==> config.mk <==
export PLATFORM = sky130hd
export DESIGN_NAME = frame_diff_bounding_box
export DESIGN_NICKNAME = d
export VERILOG_FILES = /design/src/rtl/fdbb_pkg.sv /design/src/rtl/fdbb_pixel_diff.sv /design/src/rtl/fdbb_box_tracker.sv /design/src/rtl/frame_diff_bounding_box.sv
export SDC_FILE = /design/constraint.sdc
export NUM_CORES = 1
export LEC_CHECK = 0
export BUFFER_PORTS_ARGS = -buffer_cell sky130_fd_sc_hd__buf_2
export CAP_MARGIN = 15
export CORE_MARGIN = 8
export CORE_UTILIZATION = 50
export DETAILED_ROUTE_END_ITERATION = 7
export PLACE_DENSITY_LB_ADDON = 0.05
export SYNTH_ARGS = -nofsm -noshare
export SYNTH_HDL_FRONTEND = slang
export SYNTH_SLANG_ARGS = --single-unit
export TNS_END_PERCENT = 20
==> constraint.sdc <==
create_clock -name clk -period 6.05 [get_ports clk]
set_input_delay 0.9075 -clock clk [delete_from_list [all_inputs] [get_ports clk]]
set_output_delay 0.9075 -clock clk [all_outputs]
set_load 0.005 [all_outputs]
==> src/rtl/fdbb_pkg.sv <==
`default_nettype none

package fdbb_pkg;

    localparam int SAMPLE_STEP  = 4;
    localparam int MAX_DIM      = 4096;
    localparam int COORD_W      = $clog2(MAX_DIM);
    localparam int PHASE_W      = (SAMPLE_STEP > 1) ? $clog2(SAMPLE_STEP) : 1;
    localparam int WIDTH_W      = 13;
    localparam int THRESH_W     = 11;
    localparam int CFG_INDEX_W  = 1;
    localparam int CFG_DATA_W   = 13;
    localparam int CHAN_W       = 8;
    localparam int SUM_W        = CHAN_W + 2;

    localparam logic [CFG_INDEX_W-1:0] CFG_FRAME_WIDTH    = 1'b0;
    localparam logic [CFG_INDEX_W-1:0] CFG_DIFF_THRESHOLD = 1'b1;

    localparam logic [WIDTH_W-1:0]  FRAME_WIDTH_RESET = 13'd1920;
    localparam logic [THRESH_W-1:0] THRESHOLD_RESET   = 11'd30;

    typedef struct packed {
        logic [CHAN_W-1:0] b_red;
        logic [CHAN_W-1:0] b_green;
        logic [CHAN_W-1:0] b_blue;
        logic [CHAN_W-1:0] a_red;
        logic [CHAN_W-1:0] a_green;
        logic [CHAN_W-1:0] a_blue;
    } pixel_pair_t;

    typedef struct packed {
        logic               found;
        logic [COORD_W-1:0] box_left;
        logic [COORD_W-1:0] box_top;
        logic [COORD_W-1:0] box_right;
        logic [COORD_W-1:0] box_bottom;
    } box_t;

endpackage

`default_nettype wire

==> src/rtl/fdbb_pixel_diff.sv <==
`default_nettype none

module fdbb_pixel_diff (
    input  wire fdbb_pkg::pixel_pair_t              pixel,
    input  wire logic signed [fdbb_pkg::THRESH_W-1:0] threshold,
    output logic                                    changed
);
    import fdbb_pkg::*;

    logic [CHAN_W-1:0]   diff_blue;
    logic [CHAN_W-1:0]   diff_green;
    logic [CHAN_W-1:0]   diff_red;
    logic [SUM_W-1:0]    sum;
    logic signed [THRESH_W-1:0] sum_signed;

    always_comb
    begin
        diff_blue  = (pixel.a_blue > pixel.b_blue) ? pixel.a_blue - pixel.b_blue
                                                   : pixel.b_blue - pixel.a_blue;
        diff_green = (pixel.a_green > pixel.b_green) ? pixel.a_green - pixel.b_green
                                                     : pixel.b_green - pixel.a_green;
        diff_red   = (pixel.a_red > pixel.b_red) ? pixel.a_red - pixel.b_red
                                                 : pixel.b_red - pixel.a_red;
        sum = {2'b00, diff_blue} + {2'b00, diff_green} + {2'b00, diff_red};
        // The sum is at most 765, so one leading zero makes it a positive signed value.
        sum_signed = $signed({{(THRESH_W-SUM_W){1'b0}}, sum});
        changed = sum_signed > threshold;
    end

endmodule

`default_nettype wire

==> src/rtl/fdbb_box_tracker.sv <==
`default_nettype none

module fdbb_box_tracker (
    input  wire logic                            clk,
    input  wire logic                            rst_n,
    input  wire logic                            step,
    input  wire logic                            changed,
    input  wire logic                            last,
    input  wire logic [fdbb_pkg::WIDTH_W-1:0]    frame_width,
    output fdbb_pkg::box_t                       result
);
    import fdbb_pkg::*;

    localparam logic [COORD_W-1:0] COORD_ONES = {COORD_W{1'b1}};
    localparam logic [WIDTH_W-1:0] MAX_WIDTH  = WIDTH_W'(MAX_DIM);
    localparam logic [PHASE_W-1:0] PHASE_LAST = PHASE_W'(SAMPLE_STEP - 1);

    logic [COORD_W-1:0] column_reg, column_next;
    logic [COORD_W-1:0] row_reg, row_next;
    logic [PHASE_W-1:0] phase_reg, phase_next;
    logic [COORD_W-1:0] min_col_reg, min_col_next;
    logic [COORD_W-1:0] max_col_reg, max_col_next;
    logic [COORD_W-1:0] min_row_reg, min_row_next;
    logic [COORD_W-1:0] max_row_reg, max_row_next;
    logic               any_reg, any_next;

    logic [COORD_W-1:0] upd_min_col, upd_max_col, upd_min_row, upd_max_row;
    logic               upd_any;
    logic               hit;
    logic [WIDTH_W-1:0] width_eff;
    logic [WIDTH_W-1:0] column_plus;

    always_comb
    begin
        if (frame_width == '0)
            width_eff = WIDTH_W'(1);
        else if (frame_width > MAX_WIDTH)
            width_eff = MAX_WIDTH;
        else
            width_eff = frame_width;

        hit = (phase_reg == '0) && changed;

        upd_min_col = (hit && column_reg < min_col_reg) ? column_reg : min_col_reg;
        upd_max_col = (hit && column_reg > max_col_reg) ? column_reg : max_col_reg;
        upd_min_row = (hit && row_reg < min_row_reg) ? row_reg : min_row_reg;
        upd_max_row = (hit && row_reg > max_row_reg) ? row_reg : max_row_reg;
        upd_any     = any_reg | hit;

        result.found      = upd_any;
        result.box_left   = upd_any ? upd_min_col : '0;
        result.box_top    = upd_any ? upd_min_row : '0;
        result.box_right  = upd_any ? upd_max_col : '0;
        result.box_bottom = upd_any ? upd_max_row : '0;

        column_plus = {1'b0, column_reg} + WIDTH_W'(1);

        column_next  = column_reg;
        row_next     = row_reg;
        phase_next   = phase_reg;
        min_col_next = min_col_reg;
        max_col_next = max_col_reg;
        min_row_next = min_row_reg;
        max_row_next = max_row_reg;
        any_next     = any_reg;

        if (step)
        begin
            if (last)
            begin
                // The frame ends here: start the next one from a clean box.
                column_next  = '0;
                row_next     = '0;
                phase_next   = '0;
                min_col_next = COORD_ONES;
                max_col_next = '0;
                min_row_next = COORD_ONES;
                max_row_next = '0;
                any_next     = 1'b0;
            end
            else
            begin
                min_col_next = upd_min_col;
                max_col_next = upd_max_col;
                min_row_next = upd_min_row;
                max_row_next = upd_max_row;
                any_next     = upd_any;
                phase_next   = (phase_reg >= PHASE_LAST) ? '0 : phase_reg + PHASE_W'(1);
                if (column_plus >= width_eff)
                begin
                    column_next = '0;
                    if (row_reg != COORD_ONES)
                        row_next = row_reg + COORD_W'(1);
                end
                else
                begin
                    column_next = column_reg + COORD_W'(1);
                end
            end
        end
    end

    always_ff @(posedge clk or negedge rst_n)
    begin
        if (!rst_n)
        begin
            column_reg  <= '0;
            row_reg     <= '0;
            phase_reg   <= '0;
            min_col_reg <= COORD_ONES;
            max_col_reg <= '0;
            min_row_reg <= COORD_ONES;
            max_row_reg <= '0;
            any_reg     <= 1'b0;
        end
        else
        begin
            column_reg  <= column_next;
            row_reg     <= row_next;
            phase_reg   <= phase_next;
            min_col_reg <= min_col_next;
            max_col_reg <= max_col_next;
            min_row_reg <= min_row_next;
            max_row_reg <= max_row_next;
            any_reg     <= any_next;
        end
    end

endmodule

`default_nettype wire

==> src/rtl/frame_diff_bounding_box.sv <==
`default_nettype none

// Frame difference bounding box: takes one pixel pair per clock in raster
// order, unless a result waiting on m_axis_tready stalls the input, tests
// every fourth pixel for a summed blue, green and red difference above
// diff_threshold, and on the request marked tlast returns one result with
// found in tuser and the box of changed pixels in tdata. The box registers
// are updated once per pixel; the result passes the input register, then
// the result register. Write configuration through cfg_we, cfg_index and
// cfg_data only while no frame is in flight; the block does not enforce it.
module frame_diff_bounding_box (
    input  wire logic                                clk,
    input  wire logic                                rst_n,
    input  wire logic                                cfg_we,
    input  wire logic [fdbb_pkg::CFG_INDEX_W-1:0]    cfg_index,
    input  wire logic [fdbb_pkg::CFG_DATA_W-1:0]     cfg_data,
    input  wire logic                                s_axis_tvalid,
    output logic                                     s_axis_tready,
    // a_blue, a_green, a_red, b_blue, b_green, b_red
    input  wire logic [47:0]                         s_axis_tdata,
    input  wire logic                                s_axis_tlast,
    output logic                                     m_axis_tvalid,
    input  wire logic                                m_axis_tready,
    // box_left, box_top, box_right, box_bottom
    output logic [47:0]                              m_axis_tdata,
    // found
    output logic                                     m_axis_tuser
);
    import fdbb_pkg::*;

    logic [WIDTH_W-1:0]         frame_width_reg;
    logic signed [THRESH_W-1:0] threshold_reg;

    logic        in_valid_reg;
    pixel_pair_t pixel_reg;
    logic        last_reg;

    logic        out_valid_reg;
    box_t        out_box_reg;

    logic        advance;
    logic        changed;
    box_t        result;

    always_ff @(posedge clk or negedge rst_n)
    begin
        if (!rst_n)
        begin
            frame_width_reg <= FRAME_WIDTH_RESET;
            threshold_reg   <= THRESHOLD_RESET;
        end
        else if (cfg_we)
        begin
            case (cfg_index)
                CFG_FRAME_WIDTH:    frame_width_reg <= cfg_data[WIDTH_W-1:0];
                CFG_DIFF_THRESHOLD: threshold_reg   <= $signed(cfg_data[THRESH_W-1:0]);
                default:            ;
            endcase
        end
    end

    // A pixel is processed when the result register is free or being emptied.
    assign advance       = in_valid_reg && (!out_valid_reg || m_axis_tready);
    assign s_axis_tready = !in_valid_reg || advance;

    always_ff @(posedge clk or negedge rst_n)
    begin
        if (!rst_n)
            in_valid_reg <= 1'b0;
        else if (s_axis_tready)
            in_valid_reg <= s_axis_tvalid;
    end

    always_ff @(posedge clk)
    begin
        if (s_axis_tvalid && s_axis_tready)
        begin
            pixel_reg <= pixel_pair_t'(s_axis_tdata);
            last_reg  <= s_axis_tlast;
        end
    end

    fdbb_pixel_diff u_diff (
        .pixel     (pixel_reg),
        .threshold (threshold_reg),
        .changed   (changed)
    );

    fdbb_box_tracker u_tracker (
        .clk         (clk),
        .rst_n       (rst_n),
        .step        (advance),
        .changed     (changed),
        .last        (last_reg),
        .frame_width (frame_width_reg),
        .result      (result)
    );

    always_ff @(posedge clk or negedge rst_n)
    begin
        if (!rst_n)
            out_valid_reg <= 1'b0;
        else if (advance && last_reg)
            out_valid_reg <= 1'b1;
        else if (m_axis_tready)
            out_valid_reg <= 1'b0;
    end

    always_ff @(posedge clk)
    begin
        if (advance && last_reg)
            out_box_reg <= result;
    end

    assign m_axis_tvalid = out_valid_reg;
    assign m_axis_tuser  = out_box_reg.found;
    assign m_axis_tdata  = {out_box_reg.box_bottom, out_box_reg.box_right,
                            out_box_reg.box_top, out_box_reg.box_left};

endmodule

`default_nettype wire

Yosys cells after proc, flatten, opt, wreduce, memory -nomap -nowiden
Index checks and enable logic that the tools add are counted.
W data, S select, Z words.

cells by class
  add/sub/neg operators = 12
  $lt $le $gt $ge = 11
  equality and inequality tests = 1
  mux-type cells = 23
  bitwise logic cells = 2
  reduce and logical (&&, ||, !) cells = 20

operators with widths
  kind                     number
  $mux W12                 13
  $sub A8 B8 Y8            6
  $mux W13                 2
  $add A12 B1 Y12 const B  2
  $gt A12 B12 Y1           2
  $gt A8 B8 Y1             3
  $lt A12 B12 Y1           2
  $mux W8                  3
  $add A12 B1 Y13 const B  1
  $ge A13 B13 Y1           1
  $gt A13 B13 Y1 const B   1
  $logic_not A13 Y1        1
  $ne A12 B12 Y1 const B   1
  $gt A11 B11 Y1           1
  $add A10 B8 Y10          1
  $add A8 B8 Y9            1
  $logic_and A1 B1 Y1      8
  $reduce_bool A2 Y1       3
  $mux W2                  2
  $reduce_and A2 Y1        2
  $mux W1                  3
  $reduce_and A3 Y1        1
  $add A2 B1 Y2 const B    1
  $ge A2 B2 Y1 const B     1
  5 further kinds          7

word-level totals
  flip-flop bits (word level) = 199
  output and inout bits = 51
  logic and storage cells = 93

Longest topological paths before layout
Gate-level depths: netlist of run 1.

  depth after elaboration = 9
  depth in mapped cells = 30
  gate-level depth less buffers = 28

Hierarchy
From an unflattened synthesis of run 1, not the netlist that was laid out.

unflattened totals
  cells, all modules = 1247
  area, all modules = 13148.9 µm²

by module, submodules not included
  module                   instances  cells each  area an instance (µm²)  sequential area each (µm²)
  fdbb_box_tracker         1          730         6349.8                  1906.8
  frame_diff_bounding_box  1          160         4037.6                  3603.5
  fdbb_pixel_diff          1          357         2761.4                  0.0

Worst setup path after synthesis of run 1
No wires, ideal clock.

  path type = register to register
  start point = reg pixel_reg[13] (netlist bit)
  end point = reg out_box_reg, in the netlist m_axis_tdata[31], data pin
  library setup time = 264 ps
  arrival time = 5527 ps
  required time = 5786 ps
  setup slack = 259 ps
  stages on the path, launching flop included = 28
  clock period less this slack = 5791 ps
  cell sequence = edfxtp_1 > inv_1 > ha_1 > buf_4 > a211o_1 > a21oi_2 > a21o_1 > buf_4 > mux2_2 > ha_1 > a21o_1 > a21oi_1 > nand2b_1 > a21boi_0 > o41ai_1 > xnor2_1 > ha_1 > or3_1 > o22ai_1 > xnor2_1 > ha_1 > a21oi_1 > o211ai_1 > nand2_1 > a31o_2 > nor3b_2 > buf_4 > mux2i_1

on the way
  longest elaborated chain between the ends = 8
  elaborated cells between the ends (all ways) = 11
  those cells by class = add/sub: 4; order compare: 2; mux: 2; bitwise: 1; reduce/logical: 2

ends and longest elaborated chain
  item                                         line                            RTL
  start, declared                              frame_diff_bounding_box.sv:35   pixel_pair_t pixel_reg;
  start signal, assigned                       frame_diff_bounding_box.sv:78   pixel_reg <= pixel_pair_t'(s_axis_tdata);
  $sub A8 B8 Y8, or another cell as far along  fdbb_pixel_diff.sv:21           : pixel.b_green - pixel.a_green;
  $mux W8 *                                    fdbb_pixel_diff.sv:20           diff_green = (pixel.a_green > pixel.b_green) ? pixel.a_green - pixel.b_green
  $add A8 B8 Y9 *                              fdbb_pixel_diff.sv:24           sum = {2'b00, diff_blue} + {2'b00, diff_green} + {2'b00, diff_red};
  $add A10 B8 Y10 *                            fdbb_pixel_diff.sv:24
  $gt A11 B11 Y1 *                             fdbb_pixel_diff.sv:27           changed = sum_signed > threshold;
  $logic_and A1 B1 Y1 *                        fdbb_box_tracker.sv:42          hit = (phase_reg == '0) && changed;
  $logic_and A1 B1 Y1                          fdbb_box_tracker.sv:45          upd_max_col = (hit && column_reg > max_col_reg) ? column_reg : max_col_reg;
  $mux W12                                     fdbb_box_tracker.sv:45
  end signal, assigned                         frame_diff_bounding_box.sv:112  out_box_reg <= result;
  end, declared                                frame_diff_bounding_box.sv:39   box_t out_box_reg;

Every way passes the cells marked *; elsewhere a longest branch is shown, timed or not.
A chain may end at the register's enable or synchronous reset.

Worst setup path after layout of run 1
  start point = reg pixel_reg[0] (netlist bit)
  end point = reg out_box_reg, in the netlist m_axis_tdata[31], data pin

on the way
  longest elaborated chain between the ends = 8
  elaborated cells between the ends (all ways) = 11
  those cells by class = add/sub: 4; order compare: 2; mux: 2; bitwise: 1; reduce/logical: 2

ends and longest elaborated chain
  item                                         line                    RTL
  $sub A8 B8 Y8, or another cell as far along  fdbb_pixel_diff.sv:19   : pixel.b_blue - pixel.a_blue;
  $mux W8 *                                    fdbb_pixel_diff.sv:18   diff_blue = (pixel.a_blue > pixel.b_blue) ? pixel.a_blue - pixel.b_blue
  $add A8 B8 Y9 *                              fdbb_pixel_diff.sv:24
  $add A10 B8 Y10 *                            fdbb_pixel_diff.sv:24
  $gt A11 B11 Y1 *                             fdbb_pixel_diff.sv:27
  $logic_and A1 B1 Y1 *                        fdbb_box_tracker.sv:42
  $logic_and A1 B1 Y1                          fdbb_box_tracker.sv:45
  $mux W12                                     fdbb_box_tracker.sv:45

Marks and branches as above.

==> results.yml, run 1 <==
outcome:
  status: "complete, no violations"
drt:
  avgRoutedWirePerCell_um: 18.4
  num_vias: 10263
  drt_pass1_iterations: 5
  ant_nets: 0
  vias_per_cell: 5.80
  drt_iter0_markers: 652
  routed_wirelength_um: 32500
  remaining_drc_errors: 0
worst_setup_path:
  cp-start-kind: "flip-flop"
  required_ns: 6.34
  cp.arrival_ns: 6.07
  path_class: "flip-flop to flip-flop"
  path_max_fanout: 6
  crit_family: "compound AO/OA/AOI/OAI gates"
  cp_slowest_cell: "edfxtp_1"
  crit_path_end_kind: "flip-flop"
  path_common_cell: "ha_1"
  max_stage_delay_ns: 0.39
  crit_buf_inv: 5
clock_network:
  hold_buffers: 0
  clk_pin_slew_worst_paths_ns: 0.08
  clockRootBuffer: "clkbuf_16"
  cts_tree: "yes"
  cts_buffers: 17
  cts.sinks: 199
  htree_levels: 4
  clk_latency_ns: 0.44
  cts_buffer_depth: 2
placed_design:
  dp_hpwl_um: 23000
  place_congestion: 0.835
  port_buffers: 118
  place_inst: 1727
finish:
  nets: 1631
  final_util_pct: 58.6
  diodes: 0
  drive_gt1_share_pct: 22.7
  syn2layout_area_growth_pct: 15.3
  final_cells: 1769
yosys:
  yosys_register_bits: 199
  synth-edff-count: 98
  synth_seq_area_share_pct: 41.7
  syn_inst: 1294
  syn_area_per_cell_um2: 10.2
  synth_ff_type: "edfxtp_1"
  yosysWarnings: 0
  syn_area_um2: 13200
  synth_nets: 1504
  ys_types: 65
  synthArstFlopShare_pct: 50.8
sta:
  setup_viol: 0
  tightest_slew_ns: 1.16
  period_minus_slack_ns: 5.78
  final-hold-violation-count: 0
  timing.hold.ws_ns: 0.512
  fmax_mhz: 173
  post-route-period-util_pct: 95.6
  finClkSkew_ns: 0.0228
  drv_slew: 0
  max_slew_margin_pct: 22.8
  fin_setup_tns_ns: 0
global_route:
  overflow: 0
  grt_pass1_wl_um: 53200
  grt_util_all_layers_pct: 20.7
  grt_pass1_vias: 10428
  grt_max_degree: 66
  antenna_found_initial: 0
hold_path:
  hold_path.class: "flip-flop to flip-flop"
floorplanning:
  floorplan.die.height_um: 179
  start_util_pct: 50.8
  io_pins: 119
  rows: 59
  fp.dieW_um: 179
  coreArea_um2: 26000
  dieArea_um2: 31900
power_and_ir_drop:
  power_mw: 7.77
  pwr_density_cell_nw_per_um2: 510
  peakVddDrop_mv: 0.339
  p_leak_nw: 6.95
flow_run:
  cap_violations: 0
## cell usage in the layout (no fill, tap or decap), types with 31 or more instances in the layout
master | synthesis | final
dfrtp_1 | 69 | 69
buf_4 | 8 | 42
nand2_1 | 117 | 117
mux2i_1 | 64 | 55
nor2_1 | 35 | 33
ha_1 | 134 | 130
dfstp_2 | 32 | 32
nand3_1 | 51 | 50
inv_1 | 155 | 154
buf_2 | 8 | 117
edfxtp_1 | 98 | 98
a21o_1 | 33 | 31
a21oi_1 | 43 | 40
mux2_2 | 36 | 36
## metal layers
layer  share of wire, %  vias to the layer above  global-route usage [%]
li1                   -                     4990                       -
met1                 45                     4930                    27.2
met2                 47                      291                    34.1
met3                5.4                       52                    3.30
met4                2.4                        0                    7.44
met5                  0                        -                       0
## final timing paths
check,from,to,slack [ns],depth (start not counted)
setup / recovery,pixel_reg[0],m_axis_tdata[31],0.27,29
hold / removal,threshold_reg[7],threshold_reg[7],0.51,1
setup reg to reg,pixel_reg[0],m_axis_tdata[31],0.27,29
hold reg to reg,threshold_reg[7],threshold_reg[7],0.51,1
max in group asynchronous,rst_n,u_tracker.min_row_reg[10],4.37,2
min in group asynchronous,rst_n,frame_width_reg[2],0.58,1
## synth_stat cells (5+ instances only)
library cell  instances  share of area [%]
clkbuf_1             43                1.2
xor2_1                5               0.33
dfrtp_1              69                 13
ha_1                134                 13
buf_4                 8               0.45
o21a_1               11               0.63
mux2_2               36                3.1
o21ai_0              26               0.99
nand3_1              51                1.9
nor3_1               19               0.72
a211oi_1              7               0.40
nand2b_1              6               0.28
xnor2_1              28                1.9
a22o_1                8               0.53
and2_1               11               0.52
and3_1                8               0.38
o2111ai_1            26                1.7
a21oi_1              43                1.6
or3_1                28                1.3
o211a_1              28                2.1
nor4_1               27                1.3
a31oi_1               8               0.38
nand4_1              21               0.99
dfstp_2              32                6.4
buf_2                 8               0.30
o311ai_0             24                1.6
inv_1               155                4.4
mux2i_1              64                4.9
nor2b_1               9               0.43
nand2_1             117                3.3
fa_1                  8                1.2
edfxtp_1             98                 22
nor2_1               35               0.99
a21o_1               33                1.9
## where the power goes
part           switching (mW)  internal (mW)  leakage (nW)
sequential              0.218           1.91          2.19
clock                   0.554          0.606         0.287
combinational            2.51           1.97          4.48
## layout make-up
class	count	area (um^2)
inverters	155	582
clock buffers	20	457
fillers	2284	10800
flip-flops and latches	199	5510
multi-input cells	879	7040
well taps	335	419
repair buffers	169	1080
clock inverters	12	135
## cells by family after synthesis
| kind of cell | after synthesis | share of synthesized area, % |
|---|---|---|
| buffers and inverters | 217 | 6.55 |
| XOR/XNOR | 33 | 2.19 |
| AO/OA/AOI/OAI | 259 | 14.7 |
| multiplexers | 101 | 8.03 |
| AND/OR/NAND/NOR | 343 | 12.9 |
| adder cells (fa/ha/maj) | 142 | 13.9 |
| flip-flops | 199 | 41.7 |
## worst reg2reg max path: cells and delay by family, from the launching register on
kind	cells	cell delay (ns)
simple gates	7	1.18
xor+xnor	1	0.10
compound gates	9	1.51
mux	2	0.58
fa+ha+maj	5	1.29
flops	1	0.39
buf+inv	5	0.58
## metrics by stage
step           area [um^2]  setup WS, ns
6_report             15200         0.267
5_1_grt              15200       -0.0410
4_1_cts              14900        0.0234
3_5_place_dp         14300        -0.115
3_3_place_gp         14300        0.0133
2_1_floorplan        13200         0.259
## repair_timing
action                                 4_1_cts  5_1_grt
gates resized for setup                      9       51
cloned                                       1        2
setup endpoints to repair                   72       98
setup buffers                                0        6
pin swaps                                    2       19
endpoints found under the hold margin        0        0
(Power assumes the default switching activity.)
==> run 2: changes to the inputs <==
Clock period 6.05 ns to 7.1 ns, I/O delays scaled along.
==> run 2 against run 1 <==
Against the previous run:
- register-to-register slack better by 0.39 ns
- utilization is 2.0 points lower
- clock skew is 0.0025 ns lower
- clock-buffer cell count is 1 lower
- fmax is 10% lower
- flip-flop and latch count stayed put
- combinational power is 29% lower
- cell count is 1.7% lower
- power is 24% lower
- sequential share of layout area is 1.3 points higher
- clock power is 18% lower
- routed wire length is 6.0% lower
- largest cell class unchanged
==> results.yml, run 2 (synthesized netlist as in run 1, its figures left out) <==
clock_network:
  cts_resized: 0
  postCtsSetupBuffers: 0
  cts_tree: "yes"
  cts_buffers: 17
  clockRootBuffer: "clkbuf_16"
  htree_levels: 4
  clk_latency_ns: 0.43
  hold_buffers: 0
  cts.sinks: 199
  clk_pin_slew_worst_paths_ns: 0.08
  cts_buffer_depth: 2
worst_setup_path:
  rrSetupSlack_ns: 0.66
  path_class: "flip-flop to flip-flop"
  path_max_fanout: 20
  crit_path_end_kind: "flip-flop"
  path_common_cell: "ha_1"
  timing.rr.end: "m_axis_tdata[41]"
  crit_family: "compound AO/OA/AOI/OAI gates"
  cp-start-kind: "flip-flop"
  worst-r2r-cell-count: 26
  cp.arrival_ns: 6.73
  crit_buf_inv: 3
  cp_slowest_cell: "nor3b_2"
  max_stage_delay_ns: 0.44
  required_ns: 7.39
  regToRegStartpoint: "pixel_reg[5]"
finish:
  post-route-cell-area_um2: 14700
  drive_gt1_share_pct: 18.4
  nets: 1601
  fillCellCount: 2284
  diodes: 0
  syn2layout_area_growth_pct: 11.3
  mostFrequentLayoutCell: "inv_1"
  regArea_um2: 5510
  layout_common_cells: "154 x inv_1, 134 x ha_1, 117 x nand2_1, 117 x buf_2, 98 x edfxtp_1"
  multi_input_area_um2: 6850
drt:
  avgRoutedWirePerCell_um: 17.6
  routed_wirelength_um: 30500
  vias_per_cell: 5.71
  drt_iter0_markers: 715
  num_vias: 9937
  ant_nets: 0
  drt_pass1_iterations: 5
  remaining_drc_errors: 0
global_route:
  grt_pass1_vias: 10069
  grt_max_degree: 66
  grt_util_all_layers_pct: 19.7
  antenna_found_initial: 0
  overflow: 0
  grt_pass1_wl_um: 51300
sta:
  fmax_mhz: 155
  timing.hold.ws_ns: 0.507
  rsz0062_at_grt: "no"
  timing.final.ws_setup_ns: 0.659
  final-hold-violation-count: 0
  setup_viol: 0
  period_minus_slack_ns: 6.44
  tightest_slew_ns: 1.16
  drv_slew: 0
  finClkSkew_ns: 0.0203
  fin_setup_tns_ns: 0
  max_slew_margin_pct: 22.7
  post-route-period-util_pct: 90.7
hold_path:
  hold_path.class: "flip-flop to flip-flop"
  hold-path-cell-count: 1
  holdPathEnd: "threshold_reg[8]"
  hp-start: "threshold_reg[8]"
placed_design:
  place_congestion: 0.834
  preCtsSetupSlack_ns: 0.766
  dp_hpwl_um: 22700
  port_buffers: 118
  placed_area_um2: 14100
outcome:
  status: "complete, no violations"
floorplanning:
  fp.dieW_um: 179
  floorplan.die.height_um: 179
  io_pins: 119
  coreArea_um2: 26000
  start_util_pct: 50.8
  rows: 59
  dieArea_um2: 31900
power_and_ir_drop:
  p_leak_nw: 6.75
  pwr_density_cell_nw_per_um2: 403
  power_mw: 5.93
  peakVddDrop_mv: 0.310
flow_run:
  cap_violations: 0
[run 2: cell types whose count changed in the layout (fill, tap and decap cells not counted), moves of 9 or more]
cell	delta
mux2i_1	+9
o311ai_0	+10
buf_4	-20
o311ai_1	-10
mux2i_2	-9
[run 2: worst register-to-register path, stage by stage, from the launching register on]
cell and delay [ns]:
edfxtp_1 0.36, inv_1 0.05, ha_1 0.43, a211o_1 0.35
a21oi_2 0.22, a21o_1 0.33, mux2i_1 0.27, xnor2_1 0.16
ha_1 0.29, nor2b_1 0.14, o21ai_0 0.19, a21boi_0 0.14
o21ai_0 0.23, nor2b_1 0.19, xnor2_1 0.09, ha_1 0.22
or3_1 0.33, o211a_1 0.22, o21a_1 0.17, ha_1 0.29
inv_1 0.06, o211ai_1 0.30, nand2_1 0.13, a31o_2 0.27
nor3b_2 0.44, buf_12 0.23, mux2i_1 0.21
[run 2: through the flow]
| stage | cells | utilization, % |
|---|---|---|
| 2_1_floorplan | 1294 | - |
| 3_3_place_gp | 1706 | 54.4 |
| 3_5_place_dp | 1706 | 54.4 |
| 4_1_cts | 1738 | 56.6 |
| 5_1_grt | 1739 | 56.6 |
| 6_report | 1739 | 56.6 |
[run 2: routing by layer]
layer	wire [um]	share of wire [%]	GRT usage, %
met1	14200	47	26.2
met5	0	0	0
met3	1450	4.7	2.98
met4	578	1.9	6.17
met2	14300	47	32.5
[run 2: how the worst max path moves through the flow]
stage	start	depth (start not counted)	slack, ns	end
floorplan	pixel_reg[13]	27	1.31	m_axis_tdata[31]
global placement	pixel_reg[13]	25	0.88	m_axis_tdata[42]
detailed placement	pixel_reg[29]	25	0.77	m_axis_tdata[41]
CTS	pixel_reg[29]	25	0.72	m_axis_tdata[45]
global route	pixel_reg[13]	26	0.12	m_axis_tdata[44]
finish	pixel_reg[5]	26	0.66	m_axis_tdata[41]
[run 2: area by class of cell]
type,instances,area share (%)
timing repair buffer,140,5.24
clock buffer,19,3.01
inverter,155,3.96
tap,335,2.85
sequential,199,37.5
clock inverter,13,0.885
multi-input combinational,878,46.6
[run 2: power breakdown]
group / total [mW] / internal (mW) / leakage [nW] / switching [mW]
Sequential: 1.81 / 1.62 / 2.19 / 0.185
Clock: 0.953 / 0.478 / 0.284 / 0.475
Combinational: 3.17 / 1.30 / 4.27 / 1.87
